--- config.mk ---
export PLATFORM = sky130hd
export DESIGN_NAME = two_cpu_job_scheduler
export DESIGN_NICKNAME = d
export VERILOG_FILES = /design/src/hdl/tcjs_pkg.sv /design/src/hdl/two_cpu_job_scheduler.sv /design/src/hdl/tcjs_divider.sv
export SDC_FILE = /design/constraint.sdc
export NUM_CORES = 2
export LEC_CHECK = 0
export BUFFER_PORTS_ARGS = -buffer_cell sky130_fd_sc_hd__buf_2
export CORE_MARGIN = 8
export CORE_UTILIZATION = 60
export DETAILED_ROUTE_END_ITERATION = 10
export PLACE_DENSITY = 0.77
export SYNTH_ARGS = -nofsm -noshare
export SYNTH_HDL_FRONTEND = slang
export SYNTH_SLANG_ARGS = --single-unit
--- constraint.sdc ---
create_clock -name clk -period 50.1 [get_ports clk]
set_input_delay 2.505 -clock clk [delete_from_list [all_inputs] [get_ports clk]]
set_output_delay 2.505 -clock clk [all_outputs]
set_load 0.02 [all_outputs]
--- src/hdl/tcjs_pkg.sv ---
// Package with the shared types and constants of the two processor job scheduler.
`default_nettype none
package tcjs_pkg;
  localparam int MaxJobs  = 32;
  localparam int IdxW     = $clog2(MaxJobs);
  localparam int CntW     = $clog2(MaxJobs + 1);
  localparam int FracBits = 8;
  localparam int ClkW     = 22;
  localparam int TsumW    = 27;
  localparam int WsumW    = 35;
  localparam int W30      = 30;
  localparam int DivW     = ClkW + FracBits + 5;

  typedef enum logic [1:0] {
    OP_LOAD  = 2'd0,
    OP_RUN   = 2'd1,
    OP_CLEAR = 2'd2,
    OP_NONE  = 2'd3
  } opcode_t;

  typedef enum logic [1:0] {
    POL_FCFS = 2'd0,
    POL_SJF  = 2'd1,
    POL_HRRN = 2'd2,
    POL_RSVD = 2'd3
  } policy_t;

  typedef enum logic [3:0] {
    ST_IDLE,
    ST_SCAN_REQ,
    ST_SCAN,
    ST_SCAN_END,
    ST_FETCH,
    ST_FETCH_WAIT,
    ST_COMPUTE,
    ST_DIV_W,
    ST_ACCUM,
    ST_DIV_AT,
    ST_DIV_AW,
    ST_EMIT,
    ST_EMPTY
  } state_t;

  typedef struct packed {
    logic            start;
    logic [DivW-1:0] dividend;
    logic [DivW-1:0] divisor;
  } div_req_t;

  typedef struct packed {
    logic            done;
    logic [DivW-1:0] quotient;
  } div_rsp_t;
endpackage
`default_nettype wire

--- src/hdl/two_cpu_job_scheduler.sv ---
// Top level of the two processor non-preemptive job scheduler.
// Usage: raise start for one cycle while busy is low with in_opcode and the
// job fields. A load stores one job (tag, arrival, run time) into the job
// memory unless it already holds 32 jobs; a clear empties it. A run schedules
// all loaded jobs on processors A and B and emits one result per job in
// dispatch order, each for one cycle with out_valid high; the receiver cannot
// hold results off. Each pick scans the job memory one entry per cycle, then
// fetches the chosen entry and divides the weighted turnaround on the shared
// serial divider; the last result adds two more divisions for the averages.
// The policy register is written through cfg_valid/cfg_ready while the block
// is idle. A run with no jobs emits a single result with last and empty flags.
// After reset the job count, clocks, sums and policy are zero and done flags
// are clear; the job memory holds nothing until written.
`default_nettype none
module two_cpu_job_scheduler
  import tcjs_pkg::*;
(
  input  wire logic              clk,
  input  wire logic              rst_n,
  input  wire logic              start,
  output logic                   busy,
  input  wire logic [1:0]        in_opcode,
  input  wire logic [7:0]        in_job_tag,
  input  wire logic [15:0]       in_arrival_time,
  input  wire logic [15:0]       in_run_time,
  input  wire logic              cfg_valid,
  output logic                   cfg_ready,
  input  wire logic [1:0]        cfg_policy_mode,
  output logic                   out_valid,
  output logic [7:0]             out_result_tag,
  output logic                   out_cpu_used,
  output logic [ClkW-1:0]        out_start_time,
  output logic [ClkW-1:0]        out_finish_time,
  output logic [ClkW-1:0]        out_turnaround,
  output logic [W30-1:0]         out_weighted_turnaround,
  output logic [W30-1:0]         out_avg_turnaround,
  output logic [W30-1:0]         out_avg_weighted,
  output logic                   out_last_flag,
  output logic                   out_empty_flag
);
  localparam int EntW = 40;

  logic [EntW-1:0] job_mem [MaxJobs];
  logic [EntW-1:0] rd_data_r;
  logic [IdxW-1:0] rd_addr;
  logic            wr_en;
  logic [IdxW-1:0] wr_addr;
  logic [EntW-1:0] wr_data;

  state_t state_r, state_nxt;
  logic [1:0]      policy_r;
  logic [CntW-1:0] count_r, count_nxt;
  logic [MaxJobs-1:0] done_r, done_nxt;
  logic [ClkW-1:0] clk_a_r, clk_a_nxt, clk_b_r, clk_b_nxt;
  logic [TsumW-1:0] tsum_r, tsum_nxt;
  logic [WsumW-1:0] wsum_r, wsum_nxt;
  logic [CntW-1:0] scan_r, scan_nxt;
  logic [CntW-1:0] emitted_r, emitted_nxt;
  logic [IdxW-1:0] best_r, best_nxt;
  logic            have_r, have_nxt, have_rdy_r, have_rdy_nxt;
  logic [15:0]     best_arr_r, best_arr_nxt, best_need_r, best_need_nxt;
  logic [IdxW-1:0] early_r, early_nxt;
  logic [15:0]     early_arr_r, early_arr_nxt;
  logic [IdxW-1:0] cand_r;
  logic            cand_ok_r;
  logic [7:0]      tag_r, tag_nxt;
  logic [ClkW-1:0] start_r, start_nxt, fin_r, fin_nxt, turn_r, turn_nxt;
  logic [W30-1:0]  w_r, w_nxt, avg_t_r, avg_t_nxt;
  logic            use_b_r, use_b_nxt;
  logic [ClkW-1:0] tnow;
  policy_t         pol;
  div_req_t        dreq;
  div_rsp_t        drsp;

  logic [15:0]     c_arr, c_need;
  logic [ClkW-1:0] c_wait, b_wait;
  logic [ClkW:0]   num_c, num_b;
  logic [ClkW+16:0] prod_c, prod_b;
  logic            better;
  logic [ClkW:0]   fin_sum;
  logic [TsumW:0]  tsum_add;
  logic [WsumW:0]  wsum_add;

  assign pol  = (policy_r == POL_RSVD) ? POL_FCFS : policy_t'(policy_r);
  assign tnow = (clk_b_r < clk_a_r) ? clk_b_r : clk_a_r;
  assign busy = (state_r != ST_IDLE);
  assign cfg_ready = (state_r == ST_IDLE);

  tcjs_divider u_div (.clk(clk), .rst_n(rst_n), .req(dreq), .rsp(drsp));

  always_ff @(posedge clk) begin
    if (wr_en) job_mem[wr_addr] <= wr_data;
    rd_data_r <= job_mem[rd_addr];
  end

  assign c_arr  = rd_data_r[31:16];
  assign c_need = rd_data_r[15:0];
  assign c_wait = tnow - ClkW'(c_arr);
  assign b_wait = tnow - ClkW'(best_arr_r);
  assign num_c  = {1'b0, c_wait} + (ClkW+1)'(c_need);
  assign num_b  = {1'b0, b_wait} + (ClkW+1)'(best_need_r);
  assign prod_c = (ClkW+17)'(num_c) * (ClkW+17)'(best_need_r);
  assign prod_b = (ClkW+17)'(num_b) * (ClkW+17)'(c_need);

  always_comb begin
    case (pol)
      POL_SJF:  better = c_need < best_need_r;
      POL_HRRN: better = prod_c > prod_b;
      default:  better = c_arr < best_arr_r;
    endcase
  end

  always_comb begin
    state_nxt = state_r;
    case (state_r)
      ST_IDLE: begin
        if (start) begin
          case (opcode_t'(in_opcode))
            OP_LOAD:  state_nxt = ST_EMIT;
            OP_CLEAR: state_nxt = ST_EMIT;
            OP_RUN:   state_nxt = (count_r == '0) ? ST_EMPTY : ST_SCAN_REQ;
            default:  state_nxt = ST_IDLE;
          endcase
        end
      end
      ST_SCAN_REQ:   state_nxt = ST_SCAN;
      ST_SCAN:       state_nxt = (scan_r == count_r) ? ST_SCAN_END : ST_SCAN;
      ST_SCAN_END:   state_nxt = ST_FETCH;
      ST_FETCH:      state_nxt = ST_FETCH_WAIT;
      ST_FETCH_WAIT: state_nxt = ST_COMPUTE;
      ST_COMPUTE:    state_nxt = ST_DIV_W;
      ST_DIV_W:      state_nxt = drsp.done ? ST_ACCUM : ST_DIV_W;
      ST_ACCUM:      state_nxt = (emitted_r + CntW'(1) == count_r) ? ST_DIV_AT : ST_EMIT;
      ST_DIV_AT:     state_nxt = drsp.done ? ST_DIV_AW : ST_DIV_AT;
      ST_DIV_AW:     state_nxt = drsp.done ? ST_EMIT : ST_DIV_AW;
      ST_EMIT: begin
        if (emitted_r == '0) state_nxt = ST_IDLE;
        else if (emitted_r == count_r) state_nxt = ST_IDLE;
        else state_nxt = ST_SCAN_REQ;
      end
      ST_EMPTY:      state_nxt = ST_IDLE;
      default:       state_nxt = ST_IDLE;
    endcase
  end

  always_comb begin
    count_nxt = count_r; done_nxt = done_r; clk_a_nxt = clk_a_r; clk_b_nxt = clk_b_r;
    tsum_nxt = tsum_r; wsum_nxt = wsum_r; scan_nxt = scan_r; emitted_nxt = emitted_r;
    best_nxt = best_r; have_nxt = have_r; have_rdy_nxt = have_rdy_r;
    best_arr_nxt = best_arr_r; best_need_nxt = best_need_r;
    early_nxt = early_r; early_arr_nxt = early_arr_r;
    tag_nxt = tag_r; start_nxt = start_r;
    fin_nxt = fin_r; turn_nxt = turn_r; w_nxt = w_r; avg_t_nxt = avg_t_r;
    use_b_nxt = use_b_r;
    rd_addr = scan_r[IdxW-1:0];
    wr_en = 1'b0; wr_addr = count_r[IdxW-1:0];
    wr_data = {8'(in_job_tag), in_arrival_time,
               (in_run_time == 16'd0) ? 16'd1 : in_run_time};
    dreq = '0;
    fin_sum = '0; tsum_add = '0; wsum_add = '0;
    out_valid = 1'b0;
    case (state_r)
      ST_IDLE: begin
        emitted_nxt = '0;
        if (start) begin
          case (opcode_t'(in_opcode))
            OP_LOAD: begin
              if (count_r < CntW'(MaxJobs)) begin
                wr_en = 1'b1;
                done_nxt[count_r[IdxW-1:0]] = 1'b0;
                count_nxt = count_r + CntW'(1);
              end
            end
            OP_CLEAR: begin
              count_nxt = '0;
              done_nxt = '0;
            end
            OP_RUN: begin
              done_nxt = '0; clk_a_nxt = '0; clk_b_nxt = '0;
              tsum_nxt = '0; wsum_nxt = '0;
            end
            default: ;
          endcase
        end
      end
      ST_SCAN_REQ: begin
        rd_addr = '0;
        scan_nxt = CntW'(1);
        have_nxt = 1'b0; have_rdy_nxt = 1'b0;
      end
      ST_SCAN: begin
        rd_addr = scan_r[IdxW-1:0];
        if (cand_ok_r) begin
          if (!have_r || c_arr < early_arr_r) begin
            early_nxt = cand_r; early_arr_nxt = c_arr; have_nxt = 1'b1;
          end
          if (ClkW'(c_arr) <= tnow && (!have_rdy_r || better)) begin
            best_nxt = cand_r; best_arr_nxt = c_arr; best_need_nxt = c_need;
            have_rdy_nxt = 1'b1;
          end
        end
        if (scan_r != count_r) scan_nxt = scan_r + CntW'(1);
      end
      ST_SCAN_END: begin
        if (!have_rdy_r) best_nxt = early_r;
      end
      ST_FETCH: begin
        rd_addr = best_r;
      end
      ST_FETCH_WAIT: begin
        rd_addr = best_r;
      end
      ST_COMPUTE: begin
        tag_nxt = rd_data_r[39:32];
        use_b_nxt = clk_b_r < clk_a_r;
        start_nxt = (tnow < ClkW'(c_arr)) ? ClkW'(c_arr) : tnow;
        fin_sum = {1'b0, start_nxt} + (ClkW+1)'(c_need);
        fin_nxt = fin_sum[ClkW] ? {ClkW{1'b1}} : fin_sum[ClkW-1:0];
        turn_nxt = fin_nxt - ClkW'(c_arr);
        dreq.start = 1'b1;
        dreq.dividend = DivW'({turn_nxt, FracBits'(0)});
        dreq.divisor = DivW'(c_need);
        done_nxt[best_r] = 1'b1;
      end
      ST_DIV_W: begin
        if (drsp.done) begin
          w_nxt = (drsp.quotient > DivW'({W30{1'b1}})) ? {W30{1'b1}}
                                                         : drsp.quotient[W30-1:0];
        end
      end
      ST_ACCUM: begin
        if (use_b_r) clk_b_nxt = fin_r; else clk_a_nxt = fin_r;
        tsum_add = {1'b0, tsum_r} + (TsumW+1)'(turn_r);
        tsum_nxt = tsum_add[TsumW] ? {TsumW{1'b1}} : tsum_add[TsumW-1:0];
        wsum_add = {1'b0, wsum_r} + (WsumW+1)'(w_r);
        wsum_nxt = wsum_add[WsumW] ? {WsumW{1'b1}} : wsum_add[WsumW-1:0];
        emitted_nxt = emitted_r + CntW'(1);
        if (emitted_r + CntW'(1) == count_r) begin
          dreq.start = 1'b1;
          dreq.dividend = DivW'({tsum_nxt, FracBits'(0)});
          dreq.divisor = DivW'(count_r);
        end
      end
      ST_DIV_AT: begin
        if (drsp.done) begin
          avg_t_nxt = (drsp.quotient > DivW'({W30{1'b1}})) ? {W30{1'b1}}
                                                           : drsp.quotient[W30-1:0];
          dreq.start = 1'b1;
          dreq.dividend = wsum_r;
          dreq.divisor = DivW'(count_r);
        end
      end
      ST_DIV_AW: ;
      ST_EMIT: begin
        out_valid = (emitted_r != '0);
      end
      ST_EMPTY: begin
        out_valid = 1'b1;
      end
      default: ;
    endcase
  end

  logic last_emit;
  assign last_emit = (state_r == ST_EMIT) && (emitted_r == count_r);
  logic [W30-1:0] avg_w_sat;
  assign avg_w_sat = (drsp.quotient > DivW'({W30{1'b1}})) ? {W30{1'b1}}
                                                          : drsp.quotient[W30-1:0];
  logic [W30-1:0] avg_w_r;

  always_comb begin
    if (state_r == ST_EMPTY) begin
      out_result_tag = '0; out_cpu_used = 1'b0; out_start_time = '0;
      out_finish_time = '0; out_turnaround = '0; out_weighted_turnaround = '0;
      out_avg_turnaround = '0; out_avg_weighted = '0;
      out_last_flag = 1'b1; out_empty_flag = 1'b1;
    end else begin
      out_result_tag = tag_r; out_cpu_used = use_b_r; out_start_time = start_r;
      out_finish_time = fin_r; out_turnaround = turn_r; out_weighted_turnaround = w_r;
      out_avg_turnaround = last_emit ? avg_t_r : '0;
      out_avg_weighted = last_emit ? avg_w_r : '0;
      out_last_flag = last_emit; out_empty_flag = 1'b0;
    end
  end

  always_ff @(posedge clk) begin
    if (!rst_n) begin
      state_r <= ST_IDLE; policy_r <= '0; count_r <= '0; done_r <= '0;
      clk_a_r <= '0; clk_b_r <= '0; tsum_r <= '0; wsum_r <= '0;
      scan_r <= '0; emitted_r <= '0; have_r <= 1'b0; have_rdy_r <= 1'b0;
      cand_ok_r <= 1'b0;
    end else begin
      state_r <= state_nxt;
      if (cfg_valid && cfg_ready) policy_r <= cfg_policy_mode;
      count_r <= count_nxt; done_r <= done_nxt;
      clk_a_r <= clk_a_nxt; clk_b_r <= clk_b_nxt;
      tsum_r <= tsum_nxt; wsum_r <= wsum_nxt;
      scan_r <= scan_nxt; emitted_r <= emitted_nxt;
      have_r <= have_nxt; have_rdy_r <= have_rdy_nxt;
      cand_ok_r <= ((state_r == ST_SCAN_REQ) ||
                    (state_r == ST_SCAN && scan_r != count_r)) &&
                   !done_r[rd_addr];
    end
    cand_r <= rd_addr;
    best_r <= best_nxt; best_arr_r <= best_arr_nxt; best_need_r <= best_need_nxt;
    early_r <= early_nxt; early_arr_r <= early_arr_nxt;
    tag_r <= tag_nxt;
    start_r <= start_nxt; fin_r <= fin_nxt; turn_r <= turn_nxt;
    w_r <= w_nxt; avg_t_r <= avg_t_nxt; use_b_r <= use_b_nxt;
    if (state_r == ST_DIV_AW && drsp.done) avg_w_r <= avg_w_sat;
  end

  assert property (@(posedge clk) disable iff (!rst_n)
    out_valid |-> busy)
    else $error("result strobe outside an operation");
  assert property (@(posedge clk) disable iff (!rst_n)
    (state_r == ST_COMPUTE) |=> (state_r == ST_DIV_W))
    else $error("divide did not follow pick");
  assert property (@(posedge clk) disable iff (!rst_n)
    out_empty_flag |-> out_last_flag)
    else $error("empty result not marked last");
  assert property (@(posedge clk) disable iff (!rst_n)
    (count_r <= CntW'(MaxJobs)))
    else $error("job count overflow");
endmodule
`default_nettype wire

--- src/hdl/tcjs_divider.sv ---
// Restoring divider that produces one quotient bit per cycle.
`default_nettype none
module tcjs_divider
  import tcjs_pkg::*;
(
  input  wire logic     clk,
  input  wire logic     rst_n,
  input  wire div_req_t req,
  output div_rsp_t      rsp
);
  localparam int StepW = $clog2(DivW + 1);

  logic [DivW-1:0]  quo_r, quo_nxt;
  logic [DivW:0]    rem_r, rem_nxt;
  logic [DivW-1:0]  den_r, den_nxt;
  logic [StepW-1:0] cnt_r, cnt_nxt;
  logic             busy_r, busy_nxt;
  logic             done_r, done_nxt;
  logic [DivW:0]    trial;

  always_comb begin
    quo_nxt  = quo_r;
    rem_nxt  = rem_r;
    den_nxt  = den_r;
    cnt_nxt  = cnt_r;
    busy_nxt = busy_r;
    done_nxt = 1'b0;
    trial    = {rem_r[DivW-1:0], quo_r[DivW-1]};
    if (req.start) begin
      quo_nxt  = req.dividend;
      rem_nxt  = '0;
      den_nxt  = req.divisor;
      cnt_nxt  = StepW'(DivW);
      busy_nxt = 1'b1;
    end else if (busy_r) begin
      if (trial >= {1'b0, den_r}) begin
        rem_nxt = trial - {1'b0, den_r};
        quo_nxt = {quo_r[DivW-2:0], 1'b1};
      end else begin
        rem_nxt = trial;
        quo_nxt = {quo_r[DivW-2:0], 1'b0};
      end
      cnt_nxt = cnt_r - StepW'(1);
      if (cnt_r == StepW'(1)) begin
        busy_nxt = 1'b0;
        done_nxt = 1'b1;
      end
    end
  end

  always_ff @(posedge clk) begin
    if (!rst_n) begin
      busy_r <= 1'b0;
      done_r <= 1'b0;
      cnt_r  <= '0;
    end else begin
      busy_r <= busy_nxt;
      done_r <= done_nxt;
      cnt_r  <= cnt_nxt;
    end
    quo_r <= quo_nxt;
    rem_r <= rem_nxt;
    den_r <= den_nxt;
  end

  assign rsp.done     = done_r;
  assign rsp.quotient = quo_r;
endmodule
`default_nettype wire

### Yosys cells after proc, flatten, opt, wreduce, memory -nomap -nowiden

Memories as Yosys holds them, arrays and structs flattened. A register that Yosys moved wholly into a read port is not among the register bits.
Index checks and enable logic that the tools add are counted.

| word-level totals | value |
|---|---|
| RAM bits | 1280 |
| input bits | 48 |
| output and inout port bits | 170 |
| register bits after elaboration | 506 |
| memories kept | 1 |
| logic and storage cells | 239 |

Memory list:

| memory | words | width | read ports | clocked after Yosys merged registers in | wr ports | line | source |
|---|---|---|---|---|---|---|---|
| job_mem | 32 | 40 | 1 | 1 | 1 | two_cpu_job_scheduler.sv:43 | `logic [EntW-1:0] job_mem [MaxJobs];` |

| operators by class | value |
|---|---|
| bitwise operators | 5 |
| multiplexer cells | 90 |
| multipliers | 2 |
| equality and inequality tests | 34 |
| reduce and logical (&&, ||, !) cells | 45 |
| add/sub/neg operators | 13 |
| order comparisons | 15 |

Operator list:

| cell | number |
|---|---|
| $mux 22 | 10 |
| $pmux 71 s3 | 1 |
| $mux 35 | 6 |
| $mux 30 | 6 |
| $mux 71 | 2 |
| $pmux 32 s2 | 2 |
| $pmux 22 s2 | 2 |
| $mux 27 | 3 |
| $mul 23x16->39 | 2 |
| $pmux 35 s2 | 1 |
| $add 22x16->23 | 3 |
| $sub 22x16->22 | 3 |
| $mux 32 | 2 |
| $pmux 27 s2 | 1 |
| $lt 16x16->1 | 3 |
| $pmux 4 s12 | 1 |
| $gt 39x39->1 | 1 |
| $add 35x30->36 | 1 |
| $ge 36x35->1 | 1 |
| $pmux 6 s2 | 3 |
| $gt 35x30->1 const B | 1 |
| $sub 35x35->35 | 1 |
| $and 32x32->32 | 1 |
| $not 32->32 | 1 |
| other kinds (51) | 146 |

### Logic depth before layout (Yosys ltp)

| logic depth | value |
|---|---|
| depth after elaboration | 12 |
| gate-level depth with buffers | 66 |
| mapped depth without buffers | 62 |

### By module

A second synthesis with hierarchy kept.

| unflattened totals | value |
|---|---|
| cell total of the unflattened synthesis | 10337 |
| area total of the unflattened synthesis | 108472.8 µm² |

By module, submodules not included:

| module | times used | area an instance (µm²) | sequential area each (µm²) | cells each |
|---|---|---|---|---|
| two_cpu_job_scheduler | 1 | 102061.6 | 49337.3 | 9693 |
| tcjs_divider | 1 | 6411.1 | 2962.8 | 644 |

### Worst setup path before layout

OpenSTA, ideal clock, no wires.

| path | value |
|---|---|
| kind | reg-to-reg |
| start point | register clk_a_r[17] |
| end point | register best_r[0], enable pin |
| period minus slack after synthesis | 16.388 ns |
| data required time | 49.784 ns |
| arrival | 16.072 ns |
| setup slack | 33.712 ns |
| cell stages (with the launch flop) | 62 |
| cells stage by stage | dfxtp_1 clkbuf_1 inv_1 ha_1 o21ai_0 o21ai_0 a211oi_2 o211a_4 nor2_8 inv_2 buf_1 clkbuf_1 nand2_1 o21ai_0 ha_1 nor2b_1 o31a_1 o221a_2 [26 not listed] o21ai_0 a31o_2 a221oi_1 a2bb2oi_1 a21oi_1 a2111o_1 a31o_2 a21oi_1 xnor2_1 ha_1 nand3_1 nor3_1 nand4_1 or3_1 o221ai_1 a21oi_1 a211oi_1 a21o_1 |

| between the ends | value |
|---|---|
| word-level cells in the longest chain between the ends | 11 |
| elaborated cells between the ends (all ways) | 15 |
| those cells by class | add/sub: 4; mul: 2; order compare: 3; eq/ne: 1; mux: 2; reduce/logical: 3 |

RTL lines:

| what | line | source |
|---|---|---|
| start: declaration | two_cpu_job_scheduler.sv:54 | `logic [ClkW-1:0] clk_a_r, clk_a_nxt, clk_b_r, clk_b_nxt;` |
| start signal: assignment | two_cpu_job_scheduler.sv:296 | `clk_a_r <= clk_a_nxt; clk_b_r <= clk_b_nxt;` |
| $lt 22x22->1 | two_cpu_job_scheduler.sv:85 | `assign tnow = (clk_b_r < clk_a_r) ? clk_b_r : clk_a_r;` |
| $mux 22 * | two_cpu_job_scheduler.sv:85 |  |
| $sub 22x16->22 (on tied branches) | two_cpu_job_scheduler.sv:98, two_cpu_job_scheduler.sv:99 |  |
| $add 22x16->23 (on tied branches) | two_cpu_job_scheduler.sv:100, two_cpu_job_scheduler.sv:101 |  |
| $mul 23x16->39 (on tied branches) | two_cpu_job_scheduler.sv:102, two_cpu_job_scheduler.sv:103 |  |
| $gt 39x39->1 | two_cpu_job_scheduler.sv:108 | `POL_HRRN: better = prod_c > prod_b;` |
| $pmux 1 s2 | two_cpu_job_scheduler.sv:106 | `case (pol)` |
| $logic_or 1x1->1 | two_cpu_job_scheduler.sv:197 | `if (ClkW'(c_arr) <= tnow && (!have_rdy_r \|\| better)) begin` |
| $logic_and 1x1->1 * | two_cpu_job_scheduler.sv:197 |  |
| $ne 2x2->1 (no line) * | n/a |  |
| $reduce_and 4->1 (no line) * | n/a |  |
| end signal: assignment | two_cpu_job_scheduler.sv:305 | `best_r <= best_nxt; best_arr_r <= best_arr_nxt; best_need_r <= best_need_nxt;` |
| end: declaration | two_cpu_job_scheduler.sv:59 | `logic [IdxW-1:0] best_r, best_nxt;` |

Every way passes the cells marked *; elsewhere a longest branch is shown, timed or not.
A chain may end at the register's enable or synchronous reset.

### Worst setup path in the final report

| path | value |
|---|---|
| start point | register clk_a_r[17] |
| end point | register best_r[2], enable pin |

Same word-level chain as after synthesis.

==> run summary <==
The flow ran to the end, and the final reports show no timing, DRC or antenna violations. For this run, the register share of the synthesized area comes to 48.7%. Commonest register cell after synthesis: edfxtp_1.

The async set or reset register ratio after synthesis is 0%. The run gives 0 as the yosys synthesis warning count. The port buffer count is 217, and the number of antenna violations at the first check in global routing is 30. In this run the deepest clock path goes through 3 buffers. At the later pin of the worst-skew pair, clock insertion delay measures 0.85 ns.

Yosys mapped a number of flops with a built-in enable equal to 1,554. The most critical setup path has its startpoint at clk_a_r[17]. The maximum fanout encountered on the critical timing path was 45.

During I/O placement, the number of pins put on the boundary was 218. The tools report the instance count of the mapped netlist as 10,173. Relative to the synthesized area, the layout overhead comes to 9.07%. Using the TritonRoute via totals, the vias-per-cell ratio works out to 6.27. The cell count of the worst hold path is 0, and the number of setup violations in the final report is 0. The netlist area before placement is 0.106 mm². The worst hold path belongs to the class reg -> reg. The placement row count was 154.

The terminus of the critical flop-to-flop path is best_r[2]. TritonCTS built the clock tree. Cell at the root of the clock tree: clkbuf_16. The first routing iteration left 9,798 violations.

The slowest stage cell on the critical path was o21ai_0. The setup check on the worst reg-to-reg path leaves a slack of 32.42 ns. The worst setup path is launched from a flop. Data arrives at the worst endpoint at 18.23 ns.

The global-route usage over all layers came out at 31.6%. Before antenna repair, the detailed router went through 8 iterations. Headroom to the max-slew limit came out at 9.96%. For the maximum number of pins on one net before global-route repair, the log shows 187.

The netlist uses 99 different library cells. The logs give 0 for the count of unresolved DRC violations after routing and 0 for the number of hold violations in the final report. The cell seen most often among critical-path stages is fa_1.

In this run the critical register-to-register path is launched from clk_a_r[17]. Final max-slew violation count: 0. The final setup skew is 0.0960 ns, and the detailed-route wire length per cell is 24.4 µm. The clock transition time at the flip-flop clock pins of the worst setup and hold paths was 0.07 ns; the max-cap violation count was 0.

The logs give 1,807 for the TritonCTS sink count and 0.191 mm² for the die outline area. Fraction of layout instances using a drive strength above 1: 7.50%. For this run, the share of the core covered by cells in the final layout is 65.8%. For the worst setup path, the data required time is 50.64 ns. After routing, the total negative slack on setup checks comes to 0 ns. edfxtp_1 takes more of the synthesized area than any other cell. The top cell types in the final layout, fill and taps aside, are nand2_1 (2,039), edfxtp_1 (1,554), inv_1 (846), nand3_1 (766), fa_1 (593). For the total clock buffers created by CTS, the log shows 179.

Sorting the synthesized cells by area gives the leading types as edfxtp_1 (44%), fa_1 (11%), nand2_1 (7.2%), ha_1 (6.0%), dfxtp_1 (4.8%). The worst hold path begins at rd_data_r[37]. The transition time at the pin with the least slew margin is 1.34 ns. The final worst-path cycle share was 35.3%. The logs give 79,413 for the count of vias placed by the detailed router and 4 for the count of H-tree levels built during CTS. The number of hold buffers added after CTS was 0; the core area was 0.176 mm². The y dimension of the die works out to 437 µm.

For this configuration, the core starts out at a cell density of 60.4%. Start-to-end type of the worst setup path: reg -> reg. The largest single stage delay on the critical path is 0.89 ns.

From left edge to right edge, the die measures 437 µm. The via count of the first global-routing pass came out at 78,734. Gates resized during post-CTS repair numbered 0.

Top achievable clock speed: 56.6 MHz. For the worst flop-to-flop path, the logic depth is 59. STA classifies the critical path endpoint as a flop. Post-route minimum period: 17.68 ns.

The most common cell after layout, fill and taps aside was nand2_1. Setup repair after global routing left no endpoint under its margin. Final estimated routing congestion in global placement: 0.965. Summed over all layers, the global routing overflow is 0. Once detail routing completed, the nets flagged for antenna violations numbered 0.

The first global-routing pass estimated 469,000 µm of wire. Summed over all layers, the routed wires come to 309,000 µm. After synthesis, the mean cell area works out to 10.5 µm².

Of the post-synthesis cell area, the dominant cell type holds 43.9%. The post-synthesis register bit count is 1,807. The number of nets in the synthesized netlist is 11,324.

For hold timing, the worst endpoint is tag_r[5]. After the last flow step, the layout net total stands at 11,312. In this run the post-CTS setup repair buffer count came out at 0. The sum of net half-perimeters after detailed placement was 191,000 µm.
[registers in the layout, indices dropped and copies added (netlist names), 16 cells and up]
signal	count
job_mem	1280
rd_data_r	40
u_div.quo_r	35
u_div.rem_r	35
wsum_r	35
done_r	32
avg_t_r	30
avg_w_r	30
w_r	30
tsum_r	27
clk_a_r	22
clk_b_r	22
fin_r	22
start_r	22
turn_r	22
best_arr_r	16
best_need_r	16
early_arr_r	16
u_div.den_r	16
[layer usage]
metal	part of all wire, %	up-vias	routed length (µm)	GRT usage [%]
met2	46	4634	141000	49.8
met4	4.7	20	14400	13.2
li1	-	35039	-	-
met3	11	902	34500	6.65
met1	38	38818	118000	42.7
met5	0.045	-	138	0
[synthesized netlist by cell type (17+ instances only)]
library cell     n
a31oi_1         74
fa_1           593
xnor2_1        175
a21o_1         141
or3_1           47
nand4_1         30
o211ai_1        17
nor2_1         326
o21bai_1        23
a22oi_1         25
buf_1           27
nand2_1       2040
edfxtp_1      1554
dfxtp_1        253
and2_1         363
a311oi_1       208
inv_1          849
nand2b_1        60
a22o_1          21
o21ai_0        293
nor3_1          77
nand3_1        766
nor2b_1        150
clkbuf_1       516
nor4_1          29
o21a_1          54
xor2_1          84
nand3b_1        17
a21oi_1        426
ha_1           510
a211oi_1        46
and3_1         112
nor3b_1         23
[worst max-delay path, delay by kind of cell, from the launching register on]
family	cells	cell delay, ns
XOR/XNOR	3	0.95
flip-flops	1	0.58
adder cells (fa/ha/maj)	11	4.76
buffers and inverters	9	1.73
AND/OR/NAND/NOR	12	2.39
AO/OA/AOI/OAI	24	6.94
[final cells by class]
type	count	area [µm²]
Inverter	856	3240
Fill cell	13145	60200
Clock inverter	112	1300
Clock buffer	224	4720
Sequential cell	1807	51700
Multi-Input combinational cell	6949	49700
Timing Repair Buffer	368	2310
Antenna cell	14	35.0
Tap cell	2340	2930
[stage by stage]
stage               hold WS, ns  instance area [µm²]  worst slack [ns]  cells
floorplan                 0.386               106000             33.71  10173
global placement          0.386               110000             32.86  12319
detailed placement        0.390               110000             32.44  12319
CTS                       0.405               116000             32.34  12655
global route              0.412               116000             31.46  12658
finish                    0.405               116000             32.42  12670
[logic make-up after synthesis]
kind of cell | count (synthesis) | share of synthesized area (%)
AOI/OAI and AO/OA | 1483 | 9.20
xor gates and xnor gates | 260 | 2.15
adders and majority gates | 1103 | 17.2
buffers and inverters | 1417 | 5.03
DFF | 1807 | 48.7
muxes | 19 | 0.192
and+or+nand+nor | 4084 | 17.6
[how the worst max path moves through the flow]
| stage | endpoint | depth (start not counted) |
|---|---|---|
| finish | best_r[2] | 59 |
| global route | best_r[2] | 59 |
| CTS | best_r[2] | 58 |
| detailed placement | best_r[2] | 58 |
| global placement | best_r[0] | 55 |
| floorplan | best_r[0] | 61 |
Power is left out: the tool's default activity adds up to more than one toggle a clock period on the data nets, which glitch-free logic cannot reach.
